`src/rtl/bxavg_pkg.sv`:
```
`default_nettype none

package bxavg_pkg;

  // output image limit and source size limit
  localparam int MAX_OUT_DIM = 32;
  localparam int MAX_SRC_DIM = 1024;

  localparam int OUT_W  = $clog2(MAX_OUT_DIM);          // output coordinate bits
  localparam int DIM_W  = 11;                           // register width
  localparam int POS_W  = 10;                           // source position bits
  localparam int BAND_W = OUT_W + 1;                    // band size, up to 32
  localparam int ACC_W  = DIM_W + OUT_W;                // band index times step
  localparam int SUM_W  = 18;                           // channel sum bits
  localparam int CNT_W  = 11;                           // pixels per band rectangle
  localparam int CH_N   = 4;                            // red, green, blue, alpha
  localparam int PIX_W  = 8;
  localparam int QBIT_W = $clog2(PIX_W);

  // configuration register indexes
  typedef enum logic {
    REG_SRC_WIDTH  = 1'b0,
    REG_SRC_HEIGHT = 1'b1
  } cfg_reg_e;

  typedef logic [SUM_W-1:0] sum_t;

  // one finished band rectangle waiting for its division
  typedef struct packed {
    logic [OUT_W-1:0]       x;
    logic [OUT_W-1:0]       y;
    sum_t [CH_N-1:0]        sums;
    logic [CNT_W-1:0]       cnt;
    logic                   done;
  } job_t;

  typedef enum logic [1:0] {
    B_IDLE,
    B_DIV,
    B_HOLD
  } back_state_e;

  // clamp a register value to 1..MAX_SRC_DIM
  function automatic logic [DIM_W-1:0] eff_dim(input logic [DIM_W-1:0] v);
    logic [DIM_W-1:0] r;
    if (v == '0) begin
      r = DIM_W'(1);
    end else if (v > DIM_W'(MAX_SRC_DIM)) begin
      r = DIM_W'(MAX_SRC_DIM);
    end else begin
      r = v;
    end
    return r;
  endfunction

  // band start i is (i * step) >> OUT_W: step is the size, or MAX_OUT_DIM for small sizes
  function automatic logic [DIM_W-1:0] band_step(input logic [DIM_W-1:0] dim);
    logic [DIM_W-1:0] r;
    if (dim < DIM_W'(MAX_OUT_DIM)) begin
      r = DIM_W'(MAX_OUT_DIM);
    end else begin
      r = dim;
    end
    return r;
  endfunction

  // output size along one axis
  function automatic logic [BAND_W-1:0] out_dim(input logic [DIM_W-1:0] dim);
    logic [BAND_W-1:0] r;
    if (dim < DIM_W'(MAX_OUT_DIM)) begin
      r = dim[BAND_W-1:0];
    end else begin
      r = BAND_W'(MAX_OUT_DIM);
    end
    return r;
  endfunction

endpackage

`default_nettype wire

```
`src/rtl/bxavg_pix_if.sv`:
```
`default_nettype none

interface bxavg_pix_if;
  logic       valid;
  logic       ready;
  logic [7:0] in_red;
  logic [7:0] in_green;
  logic [7:0] in_blue;
  logic [7:0] in_alpha;

  modport source (output valid, output in_red, output in_green, output in_blue,
                  output in_alpha, input ready);
  modport sink   (input valid, input in_red, input in_green, input in_blue,
                  input in_alpha, output ready);
endinterface

`default_nettype wire

```
`src/rtl/bxavg_res_if.sv`:
```
`default_nettype none

interface bxavg_res_if;
  logic       valid;
  logic       ready;
  logic [4:0] out_x;
  logic [4:0] out_y;
  logic [7:0] out_red;
  logic [7:0] out_green;
  logic [7:0] out_blue;
  logic [7:0] out_alpha;
  logic       image_done;

  modport source (output valid, output out_x, output out_y, output out_red,
                  output out_green, output out_blue, output out_alpha,
                  output image_done, input ready);
  modport sink   (input valid, input out_x, input out_y, input out_red,
                  input out_green, input out_blue, input out_alpha,
                  input image_done, output ready);
endinterface

`default_nettype wire

```
`src/rtl/bxavg_front.sv`:
```
`default_nettype none

module bxavg_front (
  input  wire logic                     clk_i,
  input  wire logic                     rst_ni,
  input  wire logic                     cfg_we_i,
  input  wire logic                     cfg_idx_i,
  input  wire logic [bxavg_pkg::DIM_W-1:0] cfg_data_i,
  bxavg_pix_if.sink                     pix_in,
  output logic                          push_o,
  output bxavg_pkg::job_t               job_o,
  input  wire logic                     full_i
);
  import bxavg_pkg::*;

  // effective source size
  logic [DIM_W-1:0] w_q, h_q, w_new, h_new;

  // position and band tracking
  logic [POS_W-1:0] src_col_q, src_row_q;
  logic [OUT_W-1:0] band_col_q, band_row_q;
  logic [DIM_W-1:0] col_start_q, row_start_q;
  logic [ACC_W-1:0] col_acc_q, row_acc_q;

  // per-column accumulators
  sum_t sums_q [CH_N][MAX_OUT_DIM];

  logic [DIM_W-1:0]  cstep, rstep, col_end, row_end;
  logic [DIM_W-1:0]  col_nxt, row_nxt;
  logic              last_col, last_row, col_wrap, row_wrap;
  logic              accept, emit;
  logic [PIX_W-1:0]  pix [CH_N];
  sum_t              sum_cur [CH_N];
  logic [DIM_W-1:0]  cw_full, rh_full;
  logic [2*BAND_W-1:0] cnt_full;
  logic [BAND_W-1:0] ow, oh;

  assign pix[0] = pix_in.in_red;
  assign pix[1] = pix_in.in_green;
  assign pix[2] = pix_in.in_blue;
  assign pix[3] = pix_in.in_alpha;

  // accept while the queue has room
  assign pix_in.ready = !full_i;
  assign accept       = pix_in.valid && pix_in.ready;

  // band geometry
  assign cstep   = band_step(w_q);
  assign rstep   = band_step(h_q);
  assign col_end = col_acc_q[ACC_W-1:OUT_W];
  assign row_end = row_acc_q[ACC_W-1:OUT_W];
  assign col_nxt = {1'b0, src_col_q} + DIM_W'(1);
  assign row_nxt = {1'b0, src_row_q} + DIM_W'(1);

  assign last_col = col_nxt >= col_end;
  assign last_row = row_nxt >= row_end;
  assign col_wrap = col_nxt >= w_q;
  assign row_wrap = row_nxt >= h_q;
  assign emit     = accept && last_col && last_row;

  // running sums including this beat
  always_comb begin
    for (int c = 0; c < CH_N; c++) begin
      sum_cur[c] = sums_q[c][band_col_q] + SUM_W'(pix[c]);
    end
  end

  // pixel count of the band rectangle
  assign cw_full  = col_end - col_start_q;
  assign rh_full  = row_end - row_start_q;
  assign cnt_full = cw_full[BAND_W-1:0] * rh_full[BAND_W-1:0];
  assign ow       = out_dim(w_q);
  assign oh       = out_dim(h_q);

  // job for the back end
  always_comb begin
    job_o.x    = band_col_q;
    job_o.y    = band_row_q;
    for (int c = 0; c < CH_N; c++) begin
      job_o.sums[c] = sum_cur[c];
    end
    job_o.cnt  = cnt_full[CNT_W-1:0];
    job_o.done = ({1'b0, band_col_q} + BAND_W'(1) == ow) &&
                 ({1'b0, band_row_q} + BAND_W'(1) == oh);
  end
  assign push_o = emit;

  // size that a configuration write leaves
  always_comb begin
    w_new = w_q;
    h_new = h_q;
    if (cfg_idx_i == REG_SRC_WIDTH) begin
      w_new = eff_dim(cfg_data_i);
    end else begin
      h_new = eff_dim(cfg_data_i);
    end
  end

  // size registers, counters and accumulators
  always_ff @(posedge clk_i or negedge rst_ni) begin
    if (!rst_ni) begin
      w_q         <= DIM_W'(MAX_OUT_DIM);
      h_q         <= DIM_W'(MAX_OUT_DIM);
      src_col_q   <= '0;
      src_row_q   <= '0;
      band_col_q  <= '0;
      band_row_q  <= '0;
      col_start_q <= '0;
      row_start_q <= '0;
      col_acc_q   <= ACC_W'(MAX_OUT_DIM);
      row_acc_q   <= ACC_W'(MAX_OUT_DIM);
      for (int c = 0; c < CH_N; c++) begin
        for (int i = 0; i < MAX_OUT_DIM; i++) begin
          sums_q[c][i] <= '0;
        end
      end
    end else if (cfg_we_i) begin
      // any write restarts the image
      w_q         <= w_new;
      h_q         <= h_new;
      src_col_q   <= '0;
      src_row_q   <= '0;
      band_col_q  <= '0;
      band_row_q  <= '0;
      col_start_q <= '0;
      row_start_q <= '0;
      col_acc_q   <= ACC_W'(band_step(w_new));
      row_acc_q   <= ACC_W'(band_step(h_new));
      for (int c = 0; c < CH_N; c++) begin
        for (int i = 0; i < MAX_OUT_DIM; i++) begin
          sums_q[c][i] <= '0;
        end
      end
    end else if (accept) begin
      for (int c = 0; c < CH_N; c++) begin
        sums_q[c][band_col_q] <= emit ? '0 : sum_cur[c];
      end
      if (col_wrap) begin
        src_col_q   <= '0;
        band_col_q  <= '0;
        col_start_q <= '0;
        col_acc_q   <= ACC_W'(cstep);
        if (row_wrap) begin
          src_row_q   <= '0;
          band_row_q  <= '0;
          row_start_q <= '0;
          row_acc_q   <= ACC_W'(rstep);
        end else begin
          src_row_q <= row_nxt[POS_W-1:0];
          if (last_row) begin
            band_row_q  <= band_row_q + OUT_W'(1);
            row_start_q <= row_end;
            row_acc_q   <= row_acc_q + ACC_W'(rstep);
          end
        end
      end else begin
        src_col_q <= col_nxt[POS_W-1:0];
        if (last_col) begin
          band_col_q  <= band_col_q + OUT_W'(1);
          col_start_q <= col_end;
          col_acc_q   <= col_acc_q + ACC_W'(cstep);
        end
      end
    end
  end

endmodule

`default_nettype wire

```
`src/rtl/bxavg_fifo.sv`:
```
`default_nettype none

module bxavg_fifo (
  input  wire logic        clk_i,
  input  wire logic        rst_ni,
  input  wire logic        push_i,
  input  bxavg_pkg::job_t  data_i,
  output logic             full_o,
  input  wire logic        pop_i,
  output bxavg_pkg::job_t  data_o,
  output logic             empty_o
);
  import bxavg_pkg::*;

  // two-entry job queue
  job_t       mem_q [2];
  logic       wr_ptr_q, rd_ptr_q;
  logic [1:0] count_q;
  logic       do_push, do_pop;

  assign full_o  = count_q == 2'd2;
  assign empty_o = count_q == 2'd0;
  assign do_push = push_i && !full_o;
  assign do_pop  = pop_i && !empty_o;
  assign data_o  = mem_q[rd_ptr_q];

  // storage
  always_ff @(posedge clk_i) begin
    if (do_push) begin
      mem_q[wr_ptr_q] <= data_i;
    end
  end

  // pointers and fill level
  always_ff @(posedge clk_i or negedge rst_ni) begin
    if (!rst_ni) begin
      wr_ptr_q <= 1'b0;
      rd_ptr_q <= 1'b0;
      count_q  <= 2'd0;
    end else begin
      if (do_push) begin
        wr_ptr_q <= !wr_ptr_q;
      end
      if (do_pop) begin
        rd_ptr_q <= !rd_ptr_q;
      end
      case ({do_push, do_pop})
        2'b10:   count_q <= count_q + 2'd1;
        2'b01:   count_q <= count_q - 2'd1;
        default: count_q <= count_q;
      endcase
    end
  end

endmodule

`default_nettype wire

```
`src/rtl/bxavg_back.sv`:
```
`default_nettype none

module bxavg_back (
  input  wire logic        clk_i,
  input  wire logic        rst_ni,
  input  bxavg_pkg::job_t  job_i,
  input  wire logic        empty_i,
  output logic             pop_o,
  bxavg_res_if.source      res_out
);
  import bxavg_pkg::*;

  back_state_e st_q, st_d;

  // shared restoring divider, one quotient bit per cycle on all channels
  sum_t               rem_q [CH_N];
  logic [PIX_W-1:0]   quo_q [CH_N];
  logic [CNT_W-1:0]   cnt_q;
  logic [QBIT_W-1:0]  bit_q;
  logic [OUT_W-1:0]   x_q, y_q;
  logic               done_q;

  // output register
  logic               out_valid_q;
  logic [OUT_W-1:0]   ox_q, oy_q;
  logic [PIX_W-1:0]   oval_q [CH_N];
  logic               odone_q;

  logic [SUM_W:0]     trial;
  logic               ge [CH_N];
  logic [PIX_W-1:0]   quo_nxt [CH_N];
  logic               out_free;
  logic               load_job, load_out, out_from_nxt;

  assign out_free = !out_valid_q || res_out.ready;
  assign trial    = (SUM_W+1)'(cnt_q) << bit_q;

  always_comb begin
    for (int c = 0; c < CH_N; c++) begin
      ge[c]      = {1'b0, rem_q[c]} >= trial;
      quo_nxt[c] = quo_q[c] | (PIX_W'(ge[c]) << bit_q);
    end
  end

  // sequencer
  always_comb begin
    st_d         = st_q;
    load_job     = 1'b0;
    load_out     = 1'b0;
    out_from_nxt = 1'b0;
    unique case (st_q)
      B_IDLE: begin
        if (!empty_i) begin
          load_job = 1'b1;
          st_d     = B_DIV;
        end
      end
      B_DIV: begin
        if (bit_q == '0) begin
          if (out_free) begin
            load_out     = 1'b1;
            out_from_nxt = 1'b1;
            st_d         = B_IDLE;
          end else begin
            st_d = B_HOLD;
          end
        end
      end
      B_HOLD: begin
        if (out_free) begin
          load_out = 1'b1;
          st_d     = B_IDLE;
        end
      end
      default: st_d = B_IDLE;
    endcase
  end

  assign pop_o = load_job;

  always_ff @(posedge clk_i or negedge rst_ni) begin
    if (!rst_ni) begin
      st_q <= B_IDLE;
    end else begin
      st_q <= st_d;
    end
  end

  // divider datapath
  always_ff @(posedge clk_i) begin
    if (load_job) begin
      for (int c = 0; c < CH_N; c++) begin
        rem_q[c] <= job_i.sums[c];
        quo_q[c] <= '0;
      end
      cnt_q  <= job_i.cnt;
      bit_q  <= QBIT_W'(PIX_W - 1);
      x_q    <= job_i.x;
      y_q    <= job_i.y;
      done_q <= job_i.done;
    end else if (st_q == B_DIV) begin
      for (int c = 0; c < CH_N; c++) begin
        if (ge[c]) begin
          rem_q[c] <= rem_q[c] - trial[SUM_W-1:0];
        end
        quo_q[c] <= quo_nxt[c];
      end
      bit_q <= bit_q - QBIT_W'(1);
    end
  end

  // output beat payload
  always_ff @(posedge clk_i) begin
    if (load_out) begin
      ox_q    <= x_q;
      oy_q    <= y_q;
      odone_q <= done_q;
      for (int c = 0; c < CH_N; c++) begin
        oval_q[c] <= out_from_nxt ? quo_nxt[c] : quo_q[c];
      end
    end
  end

  // output valid
  always_ff @(posedge clk_i or negedge rst_ni) begin
    if (!rst_ni) begin
      out_valid_q <= 1'b0;
    end else if (load_out) begin
      out_valid_q <= 1'b1;
    end else if (res_out.ready) begin
      out_valid_q <= 1'b0;
    end
  end

  assign res_out.valid      = out_valid_q;
  assign res_out.out_x      = ox_q;
  assign res_out.out_y      = oy_q;
  assign res_out.out_red    = oval_q[0];
  assign res_out.out_green  = oval_q[1];
  assign res_out.out_blue   = oval_q[2];
  assign res_out.out_alpha  = oval_q[3];
  assign res_out.image_done = odone_q;

endmodule

`default_nettype wire

```
`src/rtl/box_average_image_downscale.sv`:
```
// a pixel closing a band rectangle passes the job queue, divider and output register
// one source pixel a cycle while the job queue has room; each output pixel holds the shared
// divider for 8 quotient bits plus the load; a two-job queue lets the pixel side run ahead
// reset: asynchronous, active low; size 32 x 32, all position counters and sums cleared
// any size register write restarts the image in the same cycle
`default_nettype none

module box_average_image_downscale (
  input  wire logic                        clk_i,
  input  wire logic                        rst_ni,
  input  wire logic                        cfg_we_i,
  input  wire logic                        cfg_idx_i,
  input  wire logic [bxavg_pkg::DIM_W-1:0] cfg_data_i,
  bxavg_pix_if.sink                        pix_in,
  bxavg_res_if.source                      res_out
);
  import bxavg_pkg::*;

  job_t push_job, pop_job;
  logic push, pop, full, empty;

  // accumulation side
  bxavg_front u_front (
    .clk_i      (clk_i),
    .rst_ni     (rst_ni),
    .cfg_we_i   (cfg_we_i),
    .cfg_idx_i  (cfg_idx_i),
    .cfg_data_i (cfg_data_i),
    .pix_in     (pix_in),
    .push_o     (push),
    .job_o      (push_job),
    .full_i     (full)
  );

  // queue of finished band rectangles
  bxavg_fifo u_fifo (
    .clk_i   (clk_i),
    .rst_ni  (rst_ni),
    .push_i  (push),
    .data_i  (push_job),
    .full_o  (full),
    .pop_i   (pop),
    .data_o  (pop_job),
    .empty_o (empty)
  );

  // division side
  bxavg_back u_back (
    .clk_i   (clk_i),
    .rst_ni  (rst_ni),
    .job_i   (pop_job),
    .empty_i (empty),
    .pop_o   (pop),
    .res_out (res_out)
  );

endmodule

`default_nettype wire

```
`src/flat_wrapper.sv`:
```
// flat-port wrapper written by rule: the top's interface ports become plain ports
module box_average_image_downscale_flat import bxavg_pkg::*;
  (clk_i, rst_ni, cfg_we_i, cfg_idx_i, cfg_data_i, pix_in_valid, pix_in_in_red, pix_in_in_green, pix_in_in_blue, pix_in_in_alpha, pix_in_ready, res_out_valid, res_out_out_x, res_out_out_y, res_out_out_red, res_out_out_green, res_out_out_blue, res_out_out_alpha, res_out_image_done, res_out_ready);
  bxavg_pix_if pix_in_i ();
  bxavg_res_if res_out_i ();
  input  wire logic clk_i;
  input  wire logic rst_ni;
  input  wire logic cfg_we_i;
  input  wire logic cfg_idx_i;
  input  wire logic [bxavg_pkg::DIM_W-1:0] cfg_data_i;
  input wire logic [$bits(pix_in_i.valid)-1:0] pix_in_valid;
  input wire logic [$bits(pix_in_i.in_red)-1:0] pix_in_in_red;
  input wire logic [$bits(pix_in_i.in_green)-1:0] pix_in_in_green;
  input wire logic [$bits(pix_in_i.in_blue)-1:0] pix_in_in_blue;
  input wire logic [$bits(pix_in_i.in_alpha)-1:0] pix_in_in_alpha;
  output wire logic [$bits(pix_in_i.ready)-1:0] pix_in_ready;
  output wire logic [$bits(res_out_i.valid)-1:0] res_out_valid;
  output wire logic [$bits(res_out_i.out_x)-1:0] res_out_out_x;
  output wire logic [$bits(res_out_i.out_y)-1:0] res_out_out_y;
  output wire logic [$bits(res_out_i.out_red)-1:0] res_out_out_red;
  output wire logic [$bits(res_out_i.out_green)-1:0] res_out_out_green;
  output wire logic [$bits(res_out_i.out_blue)-1:0] res_out_out_blue;
  output wire logic [$bits(res_out_i.out_alpha)-1:0] res_out_out_alpha;
  output wire logic [$bits(res_out_i.image_done)-1:0] res_out_image_done;
  input wire logic [$bits(res_out_i.ready)-1:0] res_out_ready;
  assign pix_in_i.valid = pix_in_valid;
  assign pix_in_i.in_red = pix_in_in_red;
  assign pix_in_i.in_green = pix_in_in_green;
  assign pix_in_i.in_blue = pix_in_in_blue;
  assign pix_in_i.in_alpha = pix_in_in_alpha;
  assign pix_in_ready = pix_in_i.ready;
  assign res_out_valid = res_out_i.valid;
  assign res_out_out_x = res_out_i.out_x;
  assign res_out_out_y = res_out_i.out_y;
  assign res_out_out_red = res_out_i.out_red;
  assign res_out_out_green = res_out_i.out_green;
  assign res_out_out_blue = res_out_i.out_blue;
  assign res_out_out_alpha = res_out_i.out_alpha;
  assign res_out_image_done = res_out_i.image_done;
  assign res_out_i.ready = res_out_ready;
  box_average_image_downscale u_core (.clk_i(clk_i), .rst_ni(rst_ni), .cfg_we_i(cfg_we_i), .cfg_idx_i(cfg_idx_i), .cfg_data_i(cfg_data_i), .pix_in(pix_in_i), .res_out(res_out_i));
endmodule
```
`config.mk`:
```
export PLATFORM = sky130hd
export DESIGN_NAME = box_average_image_downscale_flat
export DESIGN_NICKNAME = d
export VERILOG_FILES = /design/src/rtl/bxavg_pkg.sv /design/src/rtl/bxavg_pix_if.sv /design/src/rtl/bxavg_res_if.sv /design/src/rtl/bxavg_front.sv /design/src/rtl/bxavg_fifo.sv /design/src/rtl/bxavg_back.sv /design/src/rtl/box_average_image_downscale.sv /design/src/flat_wrapper.sv
export SDC_FILE = /design/constraint.sdc
export NUM_CORES = 2
export LEC_CHECK = 0
export BUFFER_PORTS_ARGS = -buffer_cell sky130_fd_sc_hd__buf_4
export CORE_ASPECT_RATIO = 0.6
export CORE_MARGIN = 2
export CORE_UTILIZATION = 55
export DETAILED_ROUTE_END_ITERATION = 7
export GPL_ROUTABILITY_DRIVEN = 0
export PLACE_DENSITY_LB_ADDON = 0.25
export SKIP_LAST_GASP = 1
export SLEW_MARGIN = 20
export SYNTH_ARGS = -nofsm -noshare
export SYNTH_HDL_FRONTEND = slang
export SYNTH_HIERARCHICAL = 1
export SYNTH_SLANG_ARGS = --single-unit
```
`constraint.sdc`:
```
create_clock -name clk_i -period 9.03 [get_ports clk_i]
set_input_delay 1.806 -clock clk_i [delete_from_list [all_inputs] [get_ports clk_i]]
set_output_delay 1.806 -clock clk_i [all_outputs]
set_load 0.03 [all_outputs]
```
Yosys cells after proc, flatten, opt, wreduce, memory -nomap -nowiden
Memories as Yosys holds them, arrays and structs flattened.
Index checks and enable logic that the tools add are counted.
{ "word_totals": {"n_memories": 4, "reg_bits": 2443, "wordCells": 366, "ramBits": 324} }
{ "mem_list": {"columns": ["name", "depth", "word_bits", "read_ports", "rd_clocked_by_memory_dff", "write_ports", "line_no", "text"], "rows": [
  ["u_core.u_fifo.mem_q", 2, 94, 1, 0, 1, "bxavg_fifo.sv:16", "job_t mem_q [2];"],
  ["u_core.u_back.rem_q", 4, 18, 4, 0, 4, "bxavg_back.sv:16", "sum_t rem_q [CH_N];"],
  ["u_core.u_back.oval_q", 4, 8, 4, 0, 4, "bxavg_back.sv:26", "logic [PIX_W-1:0] oval_q [CH_N];"],
  ["u_core.u_back.quo_q", 4, 8, 4, 0, 4, "bxavg_back.sv:17", "logic [PIX_W-1:0] quo_q [CH_N];"]
]} }
{ "op_classes": {"reduce_logical": 27, "eq_ne": 10, "multipliers": 1, "shift": 5, "mux": 119, "n_lt_le_gt_ge": 15, "n_addsub": 21, "bitwise": 13} }
{ "ops": {"columns": ["operator", "count"], "rows": [
  ["2304-bit two-way mux", 2],
  ["576-bit bitwise mux", 4],
  ["18-bit binary-select mux with 5-bit select", 4],
  ["18-bit two-way mux", 17],
  ["16-bit two-way mux", 9],
  ["18-bit demux with 5-bit select", 1],
  ["11-bit two-way mux", 8],
  ["18-bit by 19-bit greater-or-equal comparator with 1-bit output", 4],
  ["18-bit by 8-bit adder with 18-bit output", 4],
  ["18-bit subtractor", 4],
  ["10-bit two-way mux", 7],
  ["6-bit two-way mux", 11],
  ["8-bit two-way mux", 8],
  ["5-bit two-way mux", 9],
  ["11-bit greater-or-equal comparator", 4],
  ["11-bit by 6-bit less-than comparator with 1-bit output (second input constant)", 4],
  ["16-bit by 11-bit adder with 16-bit output", 2],
  ["1-bit two-way mux", 32],
  ["8-bit bitwise OR", 4],
  ["1-bit by 3-bit << shifter with 8-bit output", 4],
  ["10-bit by 1-bit adder with 11-bit output (second input constant)", 2],
  ["11-bit by 3-bit << shifter with 19-bit output", 1],
  ["5-bit by 1-bit adder with 6-bit output (second input constant)", 2],
  ["6-bit == test", 2],
  ["28 further kinds", 62]
]} }

Longest topological paths before layout
{ "depth": {"word_depth": 9, "mapped_depth": 25} }

Cells and area by module
The synthesis kept the hierarchy.
{ "modules_own_cells": {"columns": ["mod", "instances", "cells_each", "area_each_um2"], "rows": [
  ["bxavg_front", 1, 9785, 109875.4],
  ["bxavg_back", 1, 1022, 10725.3],
  ["bxavg_fifo", 1, 311, 7188.1]
]} }

Worst setup path after synthesis
No wires, ideal clock.
{ "synth_timing": {"path_kind": "reg2reg", "start": "register u_core.u_front.src_col_q[0]", "end": "memory u_core/u_fifo/mem_q[0][0] (netlist name), enable pin", "arrival_time_ns": 7.376, "setup_ns": 0.548, "synth_period_minus_slack_ns": 7.924, "required_time_ns": 8.482, "setup_slack_ns": 1.106, "path_stages_with_launch": 18, "path_cell_list": "dfrtp_1 ha_1 nand3_1 or2_2 clkbuf_1 xnor2_1 ha_1 and4_1 o21ai_0 o211a_1 o21ai_0 nand3_1 or2_2 clkbuf_1 clkinv_1 clkbuf_1 nand2_1 nor2_1"} }
{ "synth_via": {"elab_chain_cells": 7} }
{ "synth_rtl": {"columns": ["item", "line_no", "text"], "rows": [
  ["start: declaration", "bxavg_front.sv:20", "logic [POS_W-1:0] src_col_q, src_row_q;"],
  ["start signal: assignment", "bxavg_front.sv:157", "src_col_q <= col_nxt[POS_W-1:0];"],
  ["10-bit by 1-bit adder with 11-bit output", "bxavg_front.sv:52", "assign col_nxt = {1'b0, src_col_q} + DIM_W'(1);"],
  ["11-bit greater-or-equal comparator", "bxavg_front.sv:55", "assign last_col = col_nxt >= col_end;"],
  ["1-bit logical AND (2 in a row)", "bxavg_front.sv:59", "assign emit = accept && last_col && last_row;"],
  ["via u_core.push", "box_average_image_downscale.sv:20", "logic push, pop, full, empty;"],
  ["1-bit logical AND", "bxavg_fifo.sv:23", "assign do_push = push_i && !full_o;"],
  ["1-bit two-way mux", "bxavg_fifo.sv:29", "if (do_push) begin"],
  ["1-bit two-way mux (implied by the code)", "bxavg_fifo.sv:30", "mem_q[wr_ptr_q] <= data_i;"],
  ["end: declaration", "bxavg_fifo.sv:16", null]
]} }
The timed path passes the listed nets, and every way through them passes these cells.

==> flow_summary.toml <==
[clock_network]
cts.sinks = 2767
clkTransAtPathRegs_ns = 0.07
ctsHoldBuffers = 0
insertion_delay_ns = 0.94
post_cts_buffers = 0
cts_resized = 0
root_buffer = "clkbuf_16"
tritoncts = "done"
clock_path_buffers = 4
numCtsBuffers = 244
htree_num_levels = 4

[routing]
postRouteAntennaNets = 0
vias = 102943
wl_per_cell_um = 35.1
drt_wl_total_mm = 494
drtIter0Drc = 18318
dr.pass1.iters = 8
via_per_inst = 7.31
drc_errors = 4

[worst_setup_path]
critPathKind = "reg -> reg"
cp_top_family = "simple AND/OR/NAND/NOR gates"
end_kind = "flip-flop"
reg2regPathDepth = 16
cpMaxStageDelayCell = "dfrtp_1"
crit_end = "u_core/u_front/sums_q[28]"
crit_chain = "nor2b_1 -> and2_4 -> buf_4 -> a22oi_1 -> nand4_1 -> ha_1 -> inv_1 -> fa_1 -> nor2b_1 -> o21ai_0 -> a21oi_1 -> o21a_1 -> nand3_1 -> xnor2_1 -> nand2_1 -> o21ai_0"
r2r-end = "u_core/u_front/sums_q[28]"
startpoint_type = "flip-flop"
r2r_slack_ns = 1.81
cp_slowest_stage_delay_ns = 1.02
crit_path_max_fanout = 32
cp.depth = 16
arrival_ns = 8.03
rr_startpoint = "u_core/u_front/band_col_q[3]"
critPathRequiredTime_ns = 9.84
critPathBufInv = 2
critPathLaunch = "u_core/u_front/band_col_q[3]"

[synth]
synth_cells = 11118
yosysSeqAreaShare_pct = 55.6
synth_cell_type_count = 91
ys_async_sr_fraction_pct = 87.0
netlist_area_um2 = 128000
synth_area_per_cell_um2 = 11.5
syn-num-nets = 11407
yosys_register_bits = 2767
ys_warn_count = 6
synth_ff_type = "dfrtp_1"
synth-edff-count = 357

[pwr]
p_total_mw = 38.9
p_per_area_nw_per_um2 = 278
leakage_nw = 59.2
ir_drop_mv = 0.516

[run_status]
outcome = "finished, violations left"
failed_checks = "design-rule violations"

[cells_and_area]
final_nets = 11003
nFillCells = 18138
final_layout_size_suffix_gt1_share_pct = 13.2
utilization_pct = 60.3
syn2layout_area_growth_pct = 9.42

[hold_path]
min_path_type = "reg -> reg"
worstHoldStart = "u_core/u_back/x_q[1]"

[global_route]
grt_antenna_before_repair = 31
track_usage_pct = 41.3
grt_pass1_wl_mm = 704
grt_overflow_total = 0
grt_max_degree = 175
grt_pass1_vias = 98118

[sta]
rsz0062_at_grt = "false"
period_needed_ns = 7.22
hold_viol = 0
layout_setup_ws_ns = 1.81
fin_setup_tns_ns = 0
post-route-period-util_pct = 80.0
hold_ws_ns = 0.428
slew_viol_final = 0
fmax_ghz = 0.138
setup_viol = 0
skew_ns = 0.0872
tightest_slew_ns = 1.32
maxSlewHeadroom_pct = 12.0

[die]
io_pins = 94
core_um2 = 232000
row_count = 137
start_util_pct = 55.1
fp.dieH_um = 377
die_w_um = 626
die-area_um2 = 236000

[job]
drv_cap = 0

[placed_design]
port_buffers = 93
hpwl_mm = 280
post-place-ws_ns = 2.17
[stage by stage]
stage / cell area (µm²) / std cells
2_1_floorplan: 128000 / 11118
3_3_place_gp: 131000 / 13589
3_5_place_dp: 131000 / 13591
4_1_cts: 140000 / 14031
5_1_grt: 140000 / 14038
6_report: 140000 / 14074
[layout make-up]
cell class | instances | area [µm²] | area share, %
well taps | 3127 | 3910 | 2.80
flip-flops and latches | 2767 | 71000 | 50.8
multi-input cells | 7193 | 52900 | 37.9
clock inverters | 81 | 977 | 0.699
repair buffers | 364 | 3160 | 2.26
diodes | 39 | 97.6 | 0.0698
inverters | 144 | 541 | 0.387
clock buffers | 359 | 7180 | 5.14
[how the worst min path moves through the flow]
stage | to | depth (start not counted) | slack, ns
5_1_grt | u_core/u_back/res_out.out_y[2] | 0 | 0.43
2_1_floorplan | u_core/u_back/res_out.image_done | 0 | 0.40
3_5_place_dp | u_core/u_back/res_out.out_x[3] | 0 | 0.41
3_3_place_gp | u_core/u_back/res_out.out_y[0] | 0 | 0.40
4_1_cts | u_core/u_back/res_out.out_y[1] | 0 | 0.43
6_report | u_core/u_back/res_out.out_x[1] | 0 | 0.43
[power breakdown]
group,switching (mW),internal [mW]
clock network,4.87,6.06
registers,0.450,13.7
logic,9.35,4.44
total,14.7,24.2
[layout by cell type, fill, tap and decap left out, types with 212 or more instances in the layout]
cell type / instances
clkbuf_16: 248
nor2_1: 247
nand2_1: 1624
a22o_1: 777
buf_4: 327
o21ai_0: 1523
dfrtp_1: 2400
mux4_2: 338
mux2i_1: 504
ha_1: 212
edfxtp_1: 357
o22ai_1: 248
[cells by family after synthesis]
| family | Yosys count | synth area share (%) |
|---|---|---|
| xor gates and xnor gates | 169 | 1.19 |
| and+or+nand+nor | 2427 | 8.16 |
| DFF | 2767 | 55.6 |
| adders and majority gates | 240 | 2.51 |
| muxes | 965 | 11.2 |
| buffers and inverters | 1158 | 3.88 |
| AOI/OAI and AO/OA | 3392 | 17.5 |
[sequential cells by signal, summed over array words and instances, names as in the netlist, 10 cells and up]
signal	cells
u_core/u_back/cnt_q	11
u_core/u_front/src_col_q	10
u_core/u_front/col_acc_q	16
u_core/u_back/quo_q	32
u_core/u_back/oval_q	32
u_core/u_front/row_acc_q	16
u_core/u_front/h_q	11
u_core/u_fifo/mem_q	188
u_core/u_front/sums_q	2304
u_core/u_front/src_row_q	10
u_core/u_front/w_q	11
u_core/u_back/rem_q	72
[per-layer routing]
layer / vias up / track usage (%) / share of wire (%)
met5: - / 1.57 / 0.14
li1: 39863 / - / -
met4: 37 / 19.9 / 5.7
met2: 9437 / 53.9 / 39
met1: 51552 / 55.2 / 36
met3: 2054 / 22.8 / 19
[synthesized netlist by cell type (41+ instances only)]
| cell | n | share of area, % |
|---|---|---|
| nand2_1 | 1659 | 4.9 |
| xor2_1 | 69 | 0.47 |
| a32o_1 | 204 | 1.6 |
| mux2_4 | 58 | 0.68 |
| nor2b_1 | 52 | 0.25 |
| nor3_1 | 45 | 0.18 |
| mux4_2 | 338 | 6.0 |
| nand3_1 | 60 | 0.23 |
| dfrtp_1 | 2403 | 47 |
| nand2b_1 | 41 | 0.20 |
| clkbuf_1 | 727 | 2.1 |
| a21o_1 | 65 | 0.38 |
| nand4_1 | 53 | 0.26 |
| a22oi_1 | 155 | 0.91 |
| nor4_1 | 70 | 0.34 |
| inv_1 | 142 | 0.42 |
| buf_2 | 190 | 0.74 |
| ha_1 | 212 | 2.1 |
| xnor2_1 | 95 | 0.65 |
| mux2_2 | 65 | 0.57 |
| a21oi_1 | 189 | 0.74 |
| o21ai_0 | 1526 | 6.0 |
| nor2_1 | 293 | 0.86 |
| mux2i_1 | 504 | 3.9 |
| o22ai_1 | 248 | 1.2 |
| edfxtp_1 | 357 | 8.4 |
| buf_4 | 45 | 0.26 |
| a22o_1 | 777 | 5.3 |
No activity file was read; power rests on OpenSTA's default activity.
